--- src/rtl/core/apd_pkg.sv ---
// ----------------------------------------------------------------------------
// Ancillary packet deframer package
// Widths, reset values, parse phases and result kind codes.
// ----------------------------------------------------------------------------
`timescale 1ns / 1ps

package apd_pkg;

    localparam int unsigned WORD_W  = 10;
    localparam int unsigned POS_W   = 14;
    localparam int unsigned BYTE_W  = 8;
    localparam int unsigned SUM_W   = 9;
    localparam int unsigned KIND_W  = 3;

    localparam logic [POS_W-1:0] LINE_WORDS_RST = 14'd3840;
    localparam logic [POS_W-1:0] POS_MAX        = 14'h3fff;

    typedef enum logic [2:0] {
        PH_SEARCH = 3'd0,
        PH_DID    = 3'd1,
        PH_SDID   = 3'd2,
        PH_DC     = 3'd3,
        PH_USER   = 3'd4,
        PH_CSUM   = 3'd5
    } t_phase;

    typedef enum logic [KIND_W-1:0] {
        KIND_HEADER   = 3'd0,
        KIND_USER     = 3'd1,
        KIND_CSUM_OK  = 3'd2,
        KIND_CSUM_BAD = 3'd3,
        KIND_TOO_LONG = 3'd4
    } t_kind;

    typedef enum logic [1:0] {
        FLAG_NONE = 2'd0,
        FLAG_ONE  = 2'd1,
        FLAG_TWO  = 2'd2
    } t_flag;

endpackage

--- src/rtl/core/apd_in_if.sv ---
// ----------------------------------------------------------------------------
// Ancillary packet deframer input channel
// One SDI word per item with a line start marker.
// ----------------------------------------------------------------------------
`timescale 1ns / 1ps

interface apd_in_if import apd_pkg::*; ();
    logic              valid;
    logic              ready;
    logic [WORD_W-1:0] word;
    logic              line_start;

    modport source (output valid, output word, output line_start, input ready);
    modport sink   (input valid, input word, input line_start, output ready);
endinterface

--- src/rtl/core/apd_out_if.sv ---
// ----------------------------------------------------------------------------
// Ancillary packet deframer result channel
// Header, user word and end-of-packet items.
// ----------------------------------------------------------------------------
`timescale 1ns / 1ps

interface apd_out_if import apd_pkg::*; ();
    logic              valid;
    logic              ready;
    logic [KIND_W-1:0] kind;
    logic [BYTE_W-1:0] data_id;
    logic [BYTE_W-1:0] secondary_id;
    logic [BYTE_W-1:0] data_count;
    logic [WORD_W-1:0] payload_word;
    logic [BYTE_W-1:0] payload_index;
    logic [POS_W-1:0]  packet_offset;
    logic              last;

    modport source (output valid, output kind, output data_id, output secondary_id,
                    output data_count, output payload_word, output payload_index,
                    output packet_offset, output last, input ready);
    modport sink   (input valid, input kind, input data_id, input secondary_id,
                    input data_count, input payload_word, input payload_index,
                    input packet_offset, input last, output ready);
endinterface

--- src/rtl/core/apd_cfg_if.sv ---
// ----------------------------------------------------------------------------
// Ancillary packet deframer configuration channel
// Write channel for the line length register.
// ----------------------------------------------------------------------------
`timescale 1ns / 1ps

interface apd_cfg_if import apd_pkg::*; ();
    logic             valid;
    logic             ready;
    logic [POS_W-1:0] data;

    modport source (output valid, output data, input ready);
    modport sink   (input valid, input data, output ready);
endinterface

--- src/rtl/core/ancillary_packet_deframer.sv ---
// ----------------------------------------------------------------------------
// Ancillary packet deframer
// Finds ancillary data flags in a line of SDI words and parses the packets.
// ----------------------------------------------------------------------------
// i_in takes one 10-bit SDI word per item, line_start on the first word of
// each line. i_cfg writes line_words (words per line); it is always ready.
// o_out gives zero or one result per word: a header on the DC word, one item
// per user word, then checksum good/bad, or packet too long (then the rest of
// the line is skipped). last marks the final result of a packet.
// A word is held in the input register, parsed, and its result is written
// to the result register for o_out. Throughput: one word per cycle while o_out
// is not stalled; the parse step is a single pass between the two registers.
// When the receiver stalls with a result pending, the input register holds
// one more word and then i_in.ready drops until the result is taken.
// Reset: line_words returns to 3840, both registers empty, parsing restarts
// in search with scanning enabled.
// ----------------------------------------------------------------------------
`timescale 1ns / 1ps

module ancillary_packet_deframer
    import apd_pkg::*;
(
    input  logic     i_clk,
    input  logic     i_rst_n,
    apd_in_if.sink   i_in,
    apd_cfg_if.sink  i_cfg,
    apd_out_if.source o_out
);

    logic              r_s1_valid;
    logic [WORD_W-1:0] r_s1_word;
    logic              r_s1_ls;

    logic [POS_W-1:0]  r_line_words;
    logic [POS_W-1:0]  r_position,   n_position;
    t_flag             r_flag,       n_flag;
    t_phase            r_phase,      n_phase;
    logic [BYTE_W-1:0] r_data_id,    n_data_id;
    logic [BYTE_W-1:0] r_sec_id,     n_sec_id;
    logic [BYTE_W-1:0] r_count,      n_count;
    logic [BYTE_W-1:0] r_left,       n_left;
    logic [SUM_W-1:0]  r_sum,        n_sum;
    logic [POS_W-1:0]  r_offset,     n_offset;
    logic              r_stopped,    n_stopped;

    logic              r_out_valid;
    t_kind             r_kind,       n_kind;
    logic [WORD_W-1:0] r_pword,      n_pword;
    logic [BYTE_W-1:0] r_pindex,     n_pindex;
    logic              r_last,       n_last;
    logic [BYTE_W-1:0] r_o_data_id;
    logic [BYTE_W-1:0] r_o_sec_id;
    logic [BYTE_W-1:0] r_o_count;
    logic [POS_W-1:0]  r_o_offset;

    logic              advance;
    logic              proc;
    logic              res;
    logic [POS_W-1:0]  pos;
    t_flag             cur_flag;
    t_phase            cur_phase;
    logic              cur_stopped;
    logic [BYTE_W-1:0] top;
    logic [SUM_W-1:0]  w9;
    logic [POS_W:0]    flag_end;
    logic [POS_W:0]    pkt_end;
    logic [WORD_W-1:0] expect_cs;

    assign advance     = !r_out_valid || o_out.ready;
    assign proc        = r_s1_valid && advance;
    assign i_in.ready  = !r_s1_valid || advance;
    assign i_cfg.ready = 1'b1;

    assign pos         = r_s1_ls ? '0 : r_position;
    assign cur_flag    = r_s1_ls ? FLAG_NONE : r_flag;
    assign cur_phase   = r_s1_ls ? PH_SEARCH : r_phase;
    assign cur_stopped = r_s1_ls ? 1'b0 : r_stopped;
    assign top         = r_s1_word[WORD_W-1:2];
    assign w9          = r_s1_word[SUM_W-1:0];
    assign flag_end    = {1'b0, pos} + (POS_W+1)'(5);
    assign pkt_end     = {1'b0, r_offset} + {{(POS_W+1-BYTE_W){1'b0}}, r_s1_word[BYTE_W-1:0]}
                         + (POS_W+1)'(3);
    assign expect_cs   = {~r_sum[SUM_W-1], r_sum};

    always_comb begin
        n_position = (pos != POS_MAX) ? pos + POS_W'(1) : pos;
        n_flag     = cur_flag;
        n_phase    = cur_phase;
        n_stopped  = cur_stopped;
        n_data_id  = r_data_id;
        n_sec_id   = r_sec_id;
        n_count    = r_count;
        n_left     = r_left;
        n_sum      = r_sum;
        n_offset   = r_offset;
        res        = 1'b0;
        n_kind     = KIND_HEADER;
        n_pword    = '0;
        n_pindex   = '0;
        n_last     = 1'b0;
        if (!cur_stopped) begin
            case (cur_phase)
                PH_SEARCH: begin
                    if (cur_flag == FLAG_TWO && top == 8'hff) begin
                        n_flag = FLAG_NONE;
                        if (flag_end < {1'b0, r_line_words}) begin
                            n_phase = PH_DID;
                        end
                    end else if (cur_flag == FLAG_ONE && top == 8'hff) begin
                        n_flag = FLAG_TWO;
                    end else if (top == 8'h00) begin
                        n_flag = FLAG_ONE;
                    end else begin
                        n_flag = FLAG_NONE;
                    end
                end
                PH_DID: begin
                    n_data_id = r_s1_word[BYTE_W-1:0];
                    n_sum     = w9;
                    n_offset  = pos;
                    n_phase   = PH_SDID;
                end
                PH_SDID: begin
                    n_sec_id = r_s1_word[BYTE_W-1:0];
                    n_sum    = r_sum + w9;
                    n_phase  = PH_DC;
                end
                PH_DC: begin
                    n_count = r_s1_word[BYTE_W-1:0];
                    res     = 1'b1;
                    if (pkt_end >= {1'b0, r_line_words}) begin
                        n_kind    = KIND_TOO_LONG;
                        n_last    = 1'b1;
                        n_stopped = 1'b1;
                        n_phase   = PH_SEARCH;
                        n_flag    = FLAG_NONE;
                    end else begin
                        n_sum   = r_sum + w9;
                        n_left  = r_s1_word[BYTE_W-1:0];
                        n_kind  = KIND_HEADER;
                        n_phase = (r_s1_word[BYTE_W-1:0] != '0) ? PH_USER : PH_CSUM;
                    end
                end
                PH_USER: begin
                    n_sum    = r_sum + w9;
                    res      = 1'b1;
                    n_kind   = KIND_USER;
                    n_pword  = r_s1_word;
                    n_pindex = r_count - r_left;
                    n_left   = r_left - BYTE_W'(1);
                    if (r_left == BYTE_W'(1)) begin
                        n_phase = PH_CSUM;
                    end
                end
                PH_CSUM: begin
                    res     = 1'b1;
                    n_kind  = (r_s1_word == expect_cs) ? KIND_CSUM_OK : KIND_CSUM_BAD;
                    n_last  = 1'b1;
                    n_phase = PH_SEARCH;
                    n_flag  = FLAG_NONE;
                end
                default: begin
                    n_phase = PH_SEARCH;
                    n_flag  = FLAG_NONE;
                end
            endcase
        end
    end

    always_ff @(posedge i_clk) begin
        if (!i_rst_n) begin
            r_phase <= PH_SEARCH;
        end else if (proc) begin
            r_phase <= n_phase;
        end
    end

    always_ff @(posedge i_clk) begin
        if (!i_rst_n) begin
            r_s1_valid   <= 1'b0;
            r_out_valid  <= 1'b0;
            r_line_words <= LINE_WORDS_RST;
            r_position   <= '0;
            r_flag       <= FLAG_NONE;
            r_stopped    <= 1'b0;
            r_data_id    <= '0;
            r_sec_id     <= '0;
            r_count      <= '0;
            r_left       <= '0;
            r_sum        <= '0;
            r_offset     <= '0;
        end else begin
            if (i_cfg.valid) begin
                r_line_words <= i_cfg.data;
            end
            if (i_in.ready) begin
                r_s1_valid <= i_in.valid;
            end
            if (advance) begin
                r_out_valid <= proc && res;
            end
            if (proc) begin
                r_position <= n_position;
                r_flag     <= n_flag;
                r_stopped  <= n_stopped;
                r_data_id  <= n_data_id;
                r_sec_id   <= n_sec_id;
                r_count    <= n_count;
                r_left     <= n_left;
                r_sum      <= n_sum;
                r_offset   <= n_offset;
            end
        end
    end

    always_ff @(posedge i_clk) begin
        if (i_in.valid && i_in.ready) begin
            r_s1_word <= i_in.word;
            r_s1_ls   <= i_in.line_start;
        end
        if (proc) begin
            r_kind      <= n_kind;
            r_pword     <= n_pword;
            r_pindex    <= n_pindex;
            r_last      <= n_last;
            r_o_data_id <= n_data_id;
            r_o_sec_id  <= n_sec_id;
            r_o_count   <= n_count;
            r_o_offset  <= n_offset;
        end
    end

    assign o_out.valid         = r_out_valid;
    assign o_out.kind          = r_kind;
    assign o_out.data_id       = r_o_data_id;
    assign o_out.secondary_id  = r_o_sec_id;
    assign o_out.data_count    = r_o_count;
    assign o_out.payload_word  = r_pword;
    assign o_out.payload_index = r_pindex;
    assign o_out.packet_offset = r_o_offset;
    assign o_out.last          = r_last;

endmodule

--- src/flat_wrapper.sv ---
// flat-port wrapper written by rule: the top's interface ports become plain ports
module ancillary_packet_deframer_flat import apd_pkg::*;
  (i_clk, i_rst_n, i_in_valid, i_in_word, i_in_line_start, i_in_ready, i_cfg_valid, i_cfg_data, i_cfg_ready, o_out_valid, o_out_kind, o_out_data_id, o_out_secondary_id, o_out_data_count, o_out_payload_word, o_out_payload_index, o_out_packet_offset, o_out_last, o_out_ready);
  apd_in_if i_in_i ();
  apd_cfg_if i_cfg_i ();
  apd_out_if o_out_i ();
  input  logic i_clk;
  input  logic i_rst_n;
  input wire logic [$bits(i_in_i.valid)-1:0] i_in_valid;
  input wire logic [$bits(i_in_i.word)-1:0] i_in_word;
  input wire logic [$bits(i_in_i.line_start)-1:0] i_in_line_start;
  output wire logic [$bits(i_in_i.ready)-1:0] i_in_ready;
  input wire logic [$bits(i_cfg_i.valid)-1:0] i_cfg_valid;
  input wire logic [$bits(i_cfg_i.data)-1:0] i_cfg_data;
  output wire logic [$bits(i_cfg_i.ready)-1:0] i_cfg_ready;
  output wire logic [$bits(o_out_i.valid)-1:0] o_out_valid;
  output wire logic [$bits(o_out_i.kind)-1:0] o_out_kind;
  output wire logic [$bits(o_out_i.data_id)-1:0] o_out_data_id;
  output wire logic [$bits(o_out_i.secondary_id)-1:0] o_out_secondary_id;
  output wire logic [$bits(o_out_i.data_count)-1:0] o_out_data_count;
  output wire logic [$bits(o_out_i.payload_word)-1:0] o_out_payload_word;
  output wire logic [$bits(o_out_i.payload_index)-1:0] o_out_payload_index;
  output wire logic [$bits(o_out_i.packet_offset)-1:0] o_out_packet_offset;
  output wire logic [$bits(o_out_i.last)-1:0] o_out_last;
  input wire logic [$bits(o_out_i.ready)-1:0] o_out_ready;
  assign i_in_i.valid = i_in_valid;
  assign i_in_i.word = i_in_word;
  assign i_in_i.line_start = i_in_line_start;
  assign i_in_ready = i_in_i.ready;
  assign i_cfg_i.valid = i_cfg_valid;
  assign i_cfg_i.data = i_cfg_data;
  assign i_cfg_ready = i_cfg_i.ready;
  assign o_out_valid = o_out_i.valid;
  assign o_out_kind = o_out_i.kind;
  assign o_out_data_id = o_out_i.data_id;
  assign o_out_secondary_id = o_out_i.secondary_id;
  assign o_out_data_count = o_out_i.data_count;
  assign o_out_payload_word = o_out_i.payload_word;
  assign o_out_payload_index = o_out_i.payload_index;
  assign o_out_packet_offset = o_out_i.packet_offset;
  assign o_out_last = o_out_i.last;
  assign o_out_i.ready = o_out_ready;
  ancillary_packet_deframer u_core (.i_clk(i_clk), .i_rst_n(i_rst_n), .i_in(i_in_i), .i_cfg(i_cfg_i), .o_out(o_out_i));
endmodule
--- config.mk ---
export PLATFORM = sky130hd
export DESIGN_NAME = ancillary_packet_deframer_flat
export DESIGN_NICKNAME = d
export VERILOG_FILES = /design/src/rtl/core/apd_pkg.sv /design/src/rtl/core/apd_in_if.sv /design/src/rtl/core/apd_out_if.sv /design/src/rtl/core/apd_cfg_if.sv /design/src/rtl/core/ancillary_packet_deframer.sv /design/src/flat_wrapper.sv
export SDC_FILE = /design/constraint.sdc
export NUM_CORES = 1
export LEC_CHECK = 0
export BUFFER_PORTS_ARGS = -buffer_cell sky130_fd_sc_hd__buf_2
export CORE_ASPECT_RATIO = 1.75
export CORE_MARGIN = 1.5
export CORE_UTILIZATION = 45
export DETAILED_ROUTE_END_ITERATION = 8
export GPL_TIMING_DRIVEN = 0
export PLACE_DENSITY = 0.66
export SLEW_MARGIN = 30
export SYNTH_ARGS = -nofsm -noshare
export SYNTH_HDL_FRONTEND = slang
export SYNTH_SLANG_ARGS = --single-unit
--- constraint.sdc ---
create_clock -name i_clk -period 4.2 [get_ports i_clk]
set_input_delay 0.84 -clock i_clk [delete_from_list [all_inputs] [get_ports i_clk]]
set_output_delay 0.84 -clock i_clk [all_outputs]
set_load 0.1 [all_outputs]
==> results.toml, run 1 <==
[outcome]
run_status = "finished, violations left"
violations = "design-rule violations, negative setup slack"

[grt]
grt_usage_pct = 26.1
grt_max_degree = 41
antenna_found_initial = 0
overflow = 0
grt_first_pass_wirelength_um = 43100
first_global_vias = 8045

[route]
drt_first_iter_violations = 397
vias = 8149
viasPerCell = 5.76
wl_um = 27800
drc = 6
drt-pass1-iter-count = 7
post_drt_wl_per_cell_um = 19.7
detail-route-antenna-nets = 0

[power_and_ir_drop]
p_per_area_nw_per_um2 = 366
power_frac_seq_pct = 42.5
internal-power_w = 0.00285
p_comb_share_pct = 17.0
ir_drop_mv = 0.230
switching_power_w = 0.00121
p_clk_share_pct = 40.5
swShare_pct = 29.8
power.leakage_nw = 4.50

[sta]
rsz0062_at_grt = "yes"
slew_headroom_pct = 20.8
fin_skew_ns = 0.00960
setup_viol = 1
worstMarginPinSlew_ns = 1.18
worst_slack_ns = -0.0192
max_freq_mhz = 237
min_period_ns = 4.22
hold_violations = 0
period_share_pct = 100
slew_viol_final = 0

[floorplanning]
core-area_um2 = 20400
io_pins = 93
die_h_um = 194
rows = 69
dieWidth_um = 112
die_area_um2 = 21700
start_util_pct = 45.8

[critical_path]
r2r_end = "u_core.r_left[3]$_SDFFE_PN0P_"
required_ns = 4.56
r2r-start = "u_core.r_s1_word[1]$_DFFE_PP_"
rr_worst_depth = 19
r2r_slack_ns = -0.02
cp-end-kind = "flop"
worstSetupStartpointType = "flop"
critical_path_class = "reg2reg"
worstPathArrival_ns = 4.58
worstPathMaxFanout = 5

[logic_synthesis]
synth_cell_types = 76
synth.yosys.seq_area_share_pct = 42.3
synth_edf_count = 71
syn_nets = 1118
ys_ff_latch = 162
yosys_warnings = 0
syn_inst = 1024
synth_flop_cell = "dfxtp_1"
syn_area_um2 = 9340
async_reset_ff_share_pct = 0
syn-mean-instance-area_um2 = 9.12

[clocking]
path_clk_slew_ns = 0.07
cts.sinks = 162
htree_levels = 4
clk_latency_ns = 0.45
cts-root-buf = "clkbuf_16"
tritoncts = "built"
numCtsBuffers = 17
holdBufCountCts = 0
clock_path_buffers = 2

[hold_path]
holdPathStages = 2
holdCritPathClass = "reg2reg"
min_to = "u_core.r_sec_id[5]$_SDFFE_PN0P_"
min_from = "u_core.r_sec_id[5]$_SDFFE_PN0P_"

[final_layout]
nNetsFinal = 1247
final_cells = 1414
drive_gt1_share_pct = 20.3
area_growth_pct = 19.0
postLayoutCoreUtil_pct = 54.6
diodes = 0
n_fill_cell = 1899
fin_area_um2 = 11100

[place]
place_area_um2 = 10100
dp_hpwl_um = 20700
numPlacedInstances = 1363
gp_congestion = 0.936
portBuffers = 90

[run]
drv_cap = 0
registers in the layout, summed over array words and instances (netlist names), 9 cells and up:
register                    count
u_core.r_sum                    9
u_core.o_out.payload_word      10
u_core.r_s1_word               10
u_core.r_position              14
u_core.r_line_words            14
u_core.r_offset                14
u_core.o_out.packet_offset     14
worst max-delay path, cell delays in order (launching register included):
cell and delay (ns):
edfxtp_1 0.42, inv_2 0.13, ha_4 0.22, inv_4 0.05, ha_4 0.13, inv_2 0.03, fa_2 0.36, nor2b_2 0.13
o21ai_2 0.07, a21oi_2 0.23, o21ai_4 0.12, xnor2_2 0.16, ha_1 0.31, a21o_1 0.16, a211o_1 0.37, a211o_4 0.36
and2_4 0.18, buf_8 0.13, or3_4 0.32, a311oi_2 0.25
logic make-up after synthesis:
kind of cell	share of synthesized area (%)
flip-flops	42.3
adder cells (fa/ha/maj)	8.81
XOR/XNOR	2.25
multiplexers	5.99
AND/OR/NAND/NOR	20.9
other	0.0401
buffers and inverters	4.73
AO/OA/AOI/OAI	14.9
worst max-delay path by stage:
stage                     cells after the start                       endpoint  slack [ns]                     startpoint
final                                        19  u_core.r_left[3]$_SDFFE_PN0P_       -0.02  u_core.r_s1_word[1]$_DFFE_PP_
after global routing                         19  u_core.r_left[3]$_SDFFE_PN0P_       -0.12  u_core.r_s1_word[1]$_DFFE_PP_
after CTS                                    19  u_core.r_left[3]$_SDFFE_PN0P_       0.009  u_core.r_s1_word[1]$_DFFE_PP_
after detailed placement                     18  u_core.r_flag[0]$_SDFFE_PN0P_       -1.14  u_core.r_s1_word[1]$_DFFE_PP_
after global placement                       18  u_core.r_flag[0]$_SDFFE_PN0P_       -1.15  u_core.r_s1_word[1]$_DFFE_PP_
after floorplan                              19  u_core.r_left[3]$_SDFFE_PN0P_        0.04  u_core.r_s1_word[1]$_DFFE_PP_
final cells by class:
class	count	area (um2)	area share (%)
clock inverter	14	179	1.61
buffer	59	260	2.34
sequential	162	3950	35.6
timing repair buffer	110	638	5.74
inverter	51	196	1.77
multi-input combinational	752	5150	46.3
clock buffer	18	429	3.86
tap	248	310	2.79
cells in the mapped netlist (all sizes together), types with 21 or more instances:
cell type / instances / area share, %
o21ai: 50 / 2.7
mux2: 31 / 3.7
nand2: 104 / 4.2
mux2i: 21 / 2.3
edfxtp: 71 / 23
nand3: 29 / 1.6
nor3: 40 / 2.1
clkbuf: 43 / 1.8
nor2b: 23 / 1.5
a21oi: 50 / 2.8
inv: 51 / 2.0
nor2: 115 / 4.6
dfxtp: 91 / 20
ha: 61 / 8.2
per-stage QoR:
stage                     total power, W  worst slack, ns  TNS, ns  hold WS (ns)
final                            0.00406          -0.0192  -0.0192         0.455
after global routing             0.00419           -0.117    -1.29         0.482
after CTS                        0.00405          0.00916        0         0.455
after detailed placement         0.00239            -1.14   -23.25         0.447
after global placement           0.00238            -1.15   -77.78         0.438
after floorplan                  0.00222           0.0415        0         0.433
layer usage:
metal	global-route usage, %	vias to the layer above	part of all wire (%)
li1	-	3943	-
met1	25.8	3844	35
met2	48.0	265	53
met3	4.17	97	4.2
met4	19.9	0	7.5
met5	0	-	0
what timing repair did:
action / 4_1_cts / 5_1_grt
endpoints found under the hold margin: 0 / 0
setup endpoints to repair: 24 / 23
gates resized for setup: 22 / 25
pin swaps: 13 / 27
setup buffers: 12 / 6
gates cloned: 1 / 0
power by group through the flow:
stage          Combinational [W]  Clock [W]  Sequential [W]
4_1_cts                 0.000664    0.00166         0.00173
2_1_floorplan           0.000306          0         0.00191
5_1_grt                 0.000742    0.00172         0.00173
3_5_place_dp            0.000626          0         0.00177
6_report                0.000690    0.00164         0.00173
3_3_place_gp            0.000615          0         0.00177
cells in the final DEF (no fill, tap or decap), types with 19 or more instances in the layout:
master / count
a21oi_1: 46
and3_1: 19
buf_2: 100
buf_4: 20
clkbuf_1: 39
dfxtp_1: 91
edfxtp_1: 71
ha_1: 59
inv_1: 45
mux2_2: 31
mux2i_1: 21
nand2_1: 104
nand3_1: 29
nor2_1: 114
nor2b_1: 22
nor3_1: 39
o21ai_0: 47
(Power assumes the default switching activity.)
==> run 2, diff against run 1 <==
--- a/config.mk
+++ b/config.mk
@@ -7,8 +7,9 @@
 export LEC_CHECK = 0
 export BUFFER_PORTS_ARGS = -buffer_cell sky130_fd_sc_hd__buf_2
 export CORE_ASPECT_RATIO = 1.75
-export CORE_MARGIN = 1.5
+export CORE_MARGIN = 3
 export CORE_UTILIZATION = 45
+export CTS_BUF_LIST = sky130_fd_sc_hd__clkbuf_4
 export DETAILED_ROUTE_END_ITERATION = 8
 export GPL_TIMING_DRIVEN = 0
 export PLACE_DENSITY = 0.66
==> run 2 against run 1 <==
  * The run ends with negative setup slack left
  * Wire length fell by 1.4%
  * Setup slack worse by 0.011 ns
  * Clock skew rose by 0.014 ns
  * Sequential cell count stayed put
  * Global-route usage fell by 1.7 points
  * First-iteration DRC count up 34%
  * Critical path depth unchanged
  * Sequential power about the same
  * Clock power down 39%
  * Via count fell by 0.55%
  * Sequential share of layout area is 1.3 points higher
  * Clock-buffer cell count unchanged
  * Largest cell class unchanged
==> results.toml, run 2 (synthesis results as in run 1) <==
[outcome]
run_status = "finished, violations left"
violations = "negative setup slack"

[critical_path]
critical_path_class = "reg2reg"
crit_family = "compound AO/OA/AOI/OAI gates"
worstSetupStartpointType = "flop"
crit_buf_inv = 4
required_ns = 4.70
worstPathArrival_ns = 4.73
worstPathMaxFanout = 5
cp_slowest_stage_delay_ns = 0.45
crit_chain = "inv_2 > ha_4 > inv_4 > ha_4 > inv_2 > fa_2 > nor2b_2 > o21ai_2 > a21oi_2 > o21ai_4 > xnor2_2 > ha_1 > a21o_1 > a211o_1 > a211o_4 > and2_4 > buf_8 > or3_1 > a311oi_1"
cp_slowest_cell = "edfxtp_1"
cp-end-kind = "flop"

[final_layout]
area_growth_pct = 14.9
n_fill_cell = 1914
layout_common_cells = "113 x nor2_1, 104 x nand2_1, 100 x buf_2"
drive_gt1_share_pct = 19.8
nNetsFinal = 1248
seqCellArea_um2 = 3950
multiInputGateArea_um2 = 5070
layout.cells.most_common = "nor2_1"

[grt]
grt_usage_pct = 24.5
first_global_vias = 7829
grt_max_degree = 37
grt_first_pass_wirelength_um = 42200
antenna_found_initial = 1
overflow = 0

[sta]
worstMarginPinSlew_ns = 1.06
slew_viol_final = 0
slew_headroom_pct = 29.3
setup_viol = 1
rsz0062_at_grt = "yes"
period_share_pct = 101
worst_slack_ns = -0.0299
hold_violations = 0
fin_skew_ns = 0.0234
min_period_ns = 4.23
max_freq_mhz = 236

[place]
gp_congestion = 0.933
place_ws_ns = -1.00
portBuffers = 90
dp_hpwl_um = 20800

[floorplanning]
core-area_um2 = 20400
dieWidth_um = 115
start_util_pct = 45.8
die_area_um2 = 22600
rows = 69
die_h_um = 197
io_pins = 93

[clocking]
cts.sinks = 162
numCtsBuffers = 17
path_clk_slew_ns = 0.14
clock_path_buffers = 2
clk_latency_ns = 0.61
cts-root-buf = "clkbuf_4"
holdBufCountCts = 0
tritoncts = "built"
htree_levels = 4

[route]
post_drt_wl_per_cell_um = 19.4
detail-route-antenna-nets = 0
drt_first_iter_violations = 530
drc = 0
drt-pass1-iter-count = 7
wl_um = 27400
viasPerCell = 5.72
vias = 8104

[hold_path]
holdCritPathClass = "in2reg"

[power_and_ir_drop]
p_total_w = 0.00341
ir_drop_mv = 0.175
p_per_area_nw_per_um2 = 318
power.leakage_nw = 4.34

[run]
drv_cap = 0
run 2: cell types whose count changed in the layout (fill, tap and decap cells not counted), moves of 2 or more:
cell / before / now
clkinv_2: 2 / 0
clkbuf_16: 17 / 1
a211oi_2: 2 / 0
o21ai_1: 0 / 2
a211oi_1: 9 / 11
clkbuf_4: 1 / 19
run 2: path summary, 6_finish.rpt:
kind         slack [ns]                       startpoint                               to  cells past startpoint
min                0.41                     i_in_word[2]    u_core.r_s1_word[2]$_DFFE_PP_                      1
min reg2reg        0.46  u_core.r_sec_id[4]$_SDFFE_PN0P_  u_core.r_sec_id[4]$_SDFFE_PN0P_                      2
max               -0.03    u_core.r_s1_word[1]$_DFFE_PP_    u_core.r_left[3]$_SDFFE_PN0P_                     19
max reg2reg       -0.03    u_core.r_s1_word[1]$_DFFE_PP_    u_core.r_left[3]$_SDFFE_PN0P_                     19
run 2: final cells by class:
type / count / area share [%]
multi-input cells: 752 / 47.2
flip-flops and latches: 162 / 36.8
repair buffers: 112 / 6.01
well taps: 248 / 2.89
plain buffers: 58 / 2.35
inverters: 51 / 1.83
clock inverters: 14 / 1.55
clock buffers: 18 / 1.26
diodes: 1 / 0.0233
run 2: metal layers:
metal | global-route usage (%) | vias up | routed length (um)
li1 | - | 3941 | -
met1 | 25.3 | 3834 | 9800
met2 | 44.7 | 247 | 14700
met3 | 3.50 | 82 | 1060
met4 | 16.1 | 0 | 1850
met5 | 0 | - | 0
run 2: power by group:
group / internal, W / leakage, nW / total [W] / switching, W
clock network: 0.000378 / 0.155 / 0.000993 / 0.000615
logic: 0.000216 / 2.75 / 0.000694 / 0.000478
registers: 0.00170 / 1.43 / 0.00173 / 0.0000291
run 2: through the flow:
stage	cell area (um2)	std cells	utilization, %	setup TNS (ns)	hold slack, ns
2_1_floorplan	9340	1024	-	0	0.433
3_3_place_gp	10100	1362	49.6	-69.52	0.438
3_5_place_dp	10100	1363	49.7	-21.69	0.443
4_1_cts	10600	1407	51.9	-0.248	0.366
5_1_grt	10700	1416	52.7	-0.918	0.370
6_report	10700	1416	52.7	-0.0299	0.407
run 2: worst reg2reg max path: stages, from the launching register on:
cell	delay [ns]
edfxtp_1	0.45
inv_2	0.13
ha_4	0.22
inv_4	0.05
ha_4	0.12
inv_2	0.04
fa_2	0.36
nor2b_2	0.13
o21ai_2	0.08
a21oi_2	0.22
o21ai_4	0.13
xnor2_2	0.15
ha_1	0.31
a21o_1	0.16
a211o_1	0.37
a211o_4	0.34
and2_4	0.18
buf_8	0.13
or3_1	0.30
a311oi_1	0.26
run 2: what timing repair did:
action,in CTS,in global routing
hold endpoints to repair,0,0
resized for setup,16,19
endpoints found under the setup margin,24,23
cloned,0,1
pin swaps,11,27
setup buffers,13,7
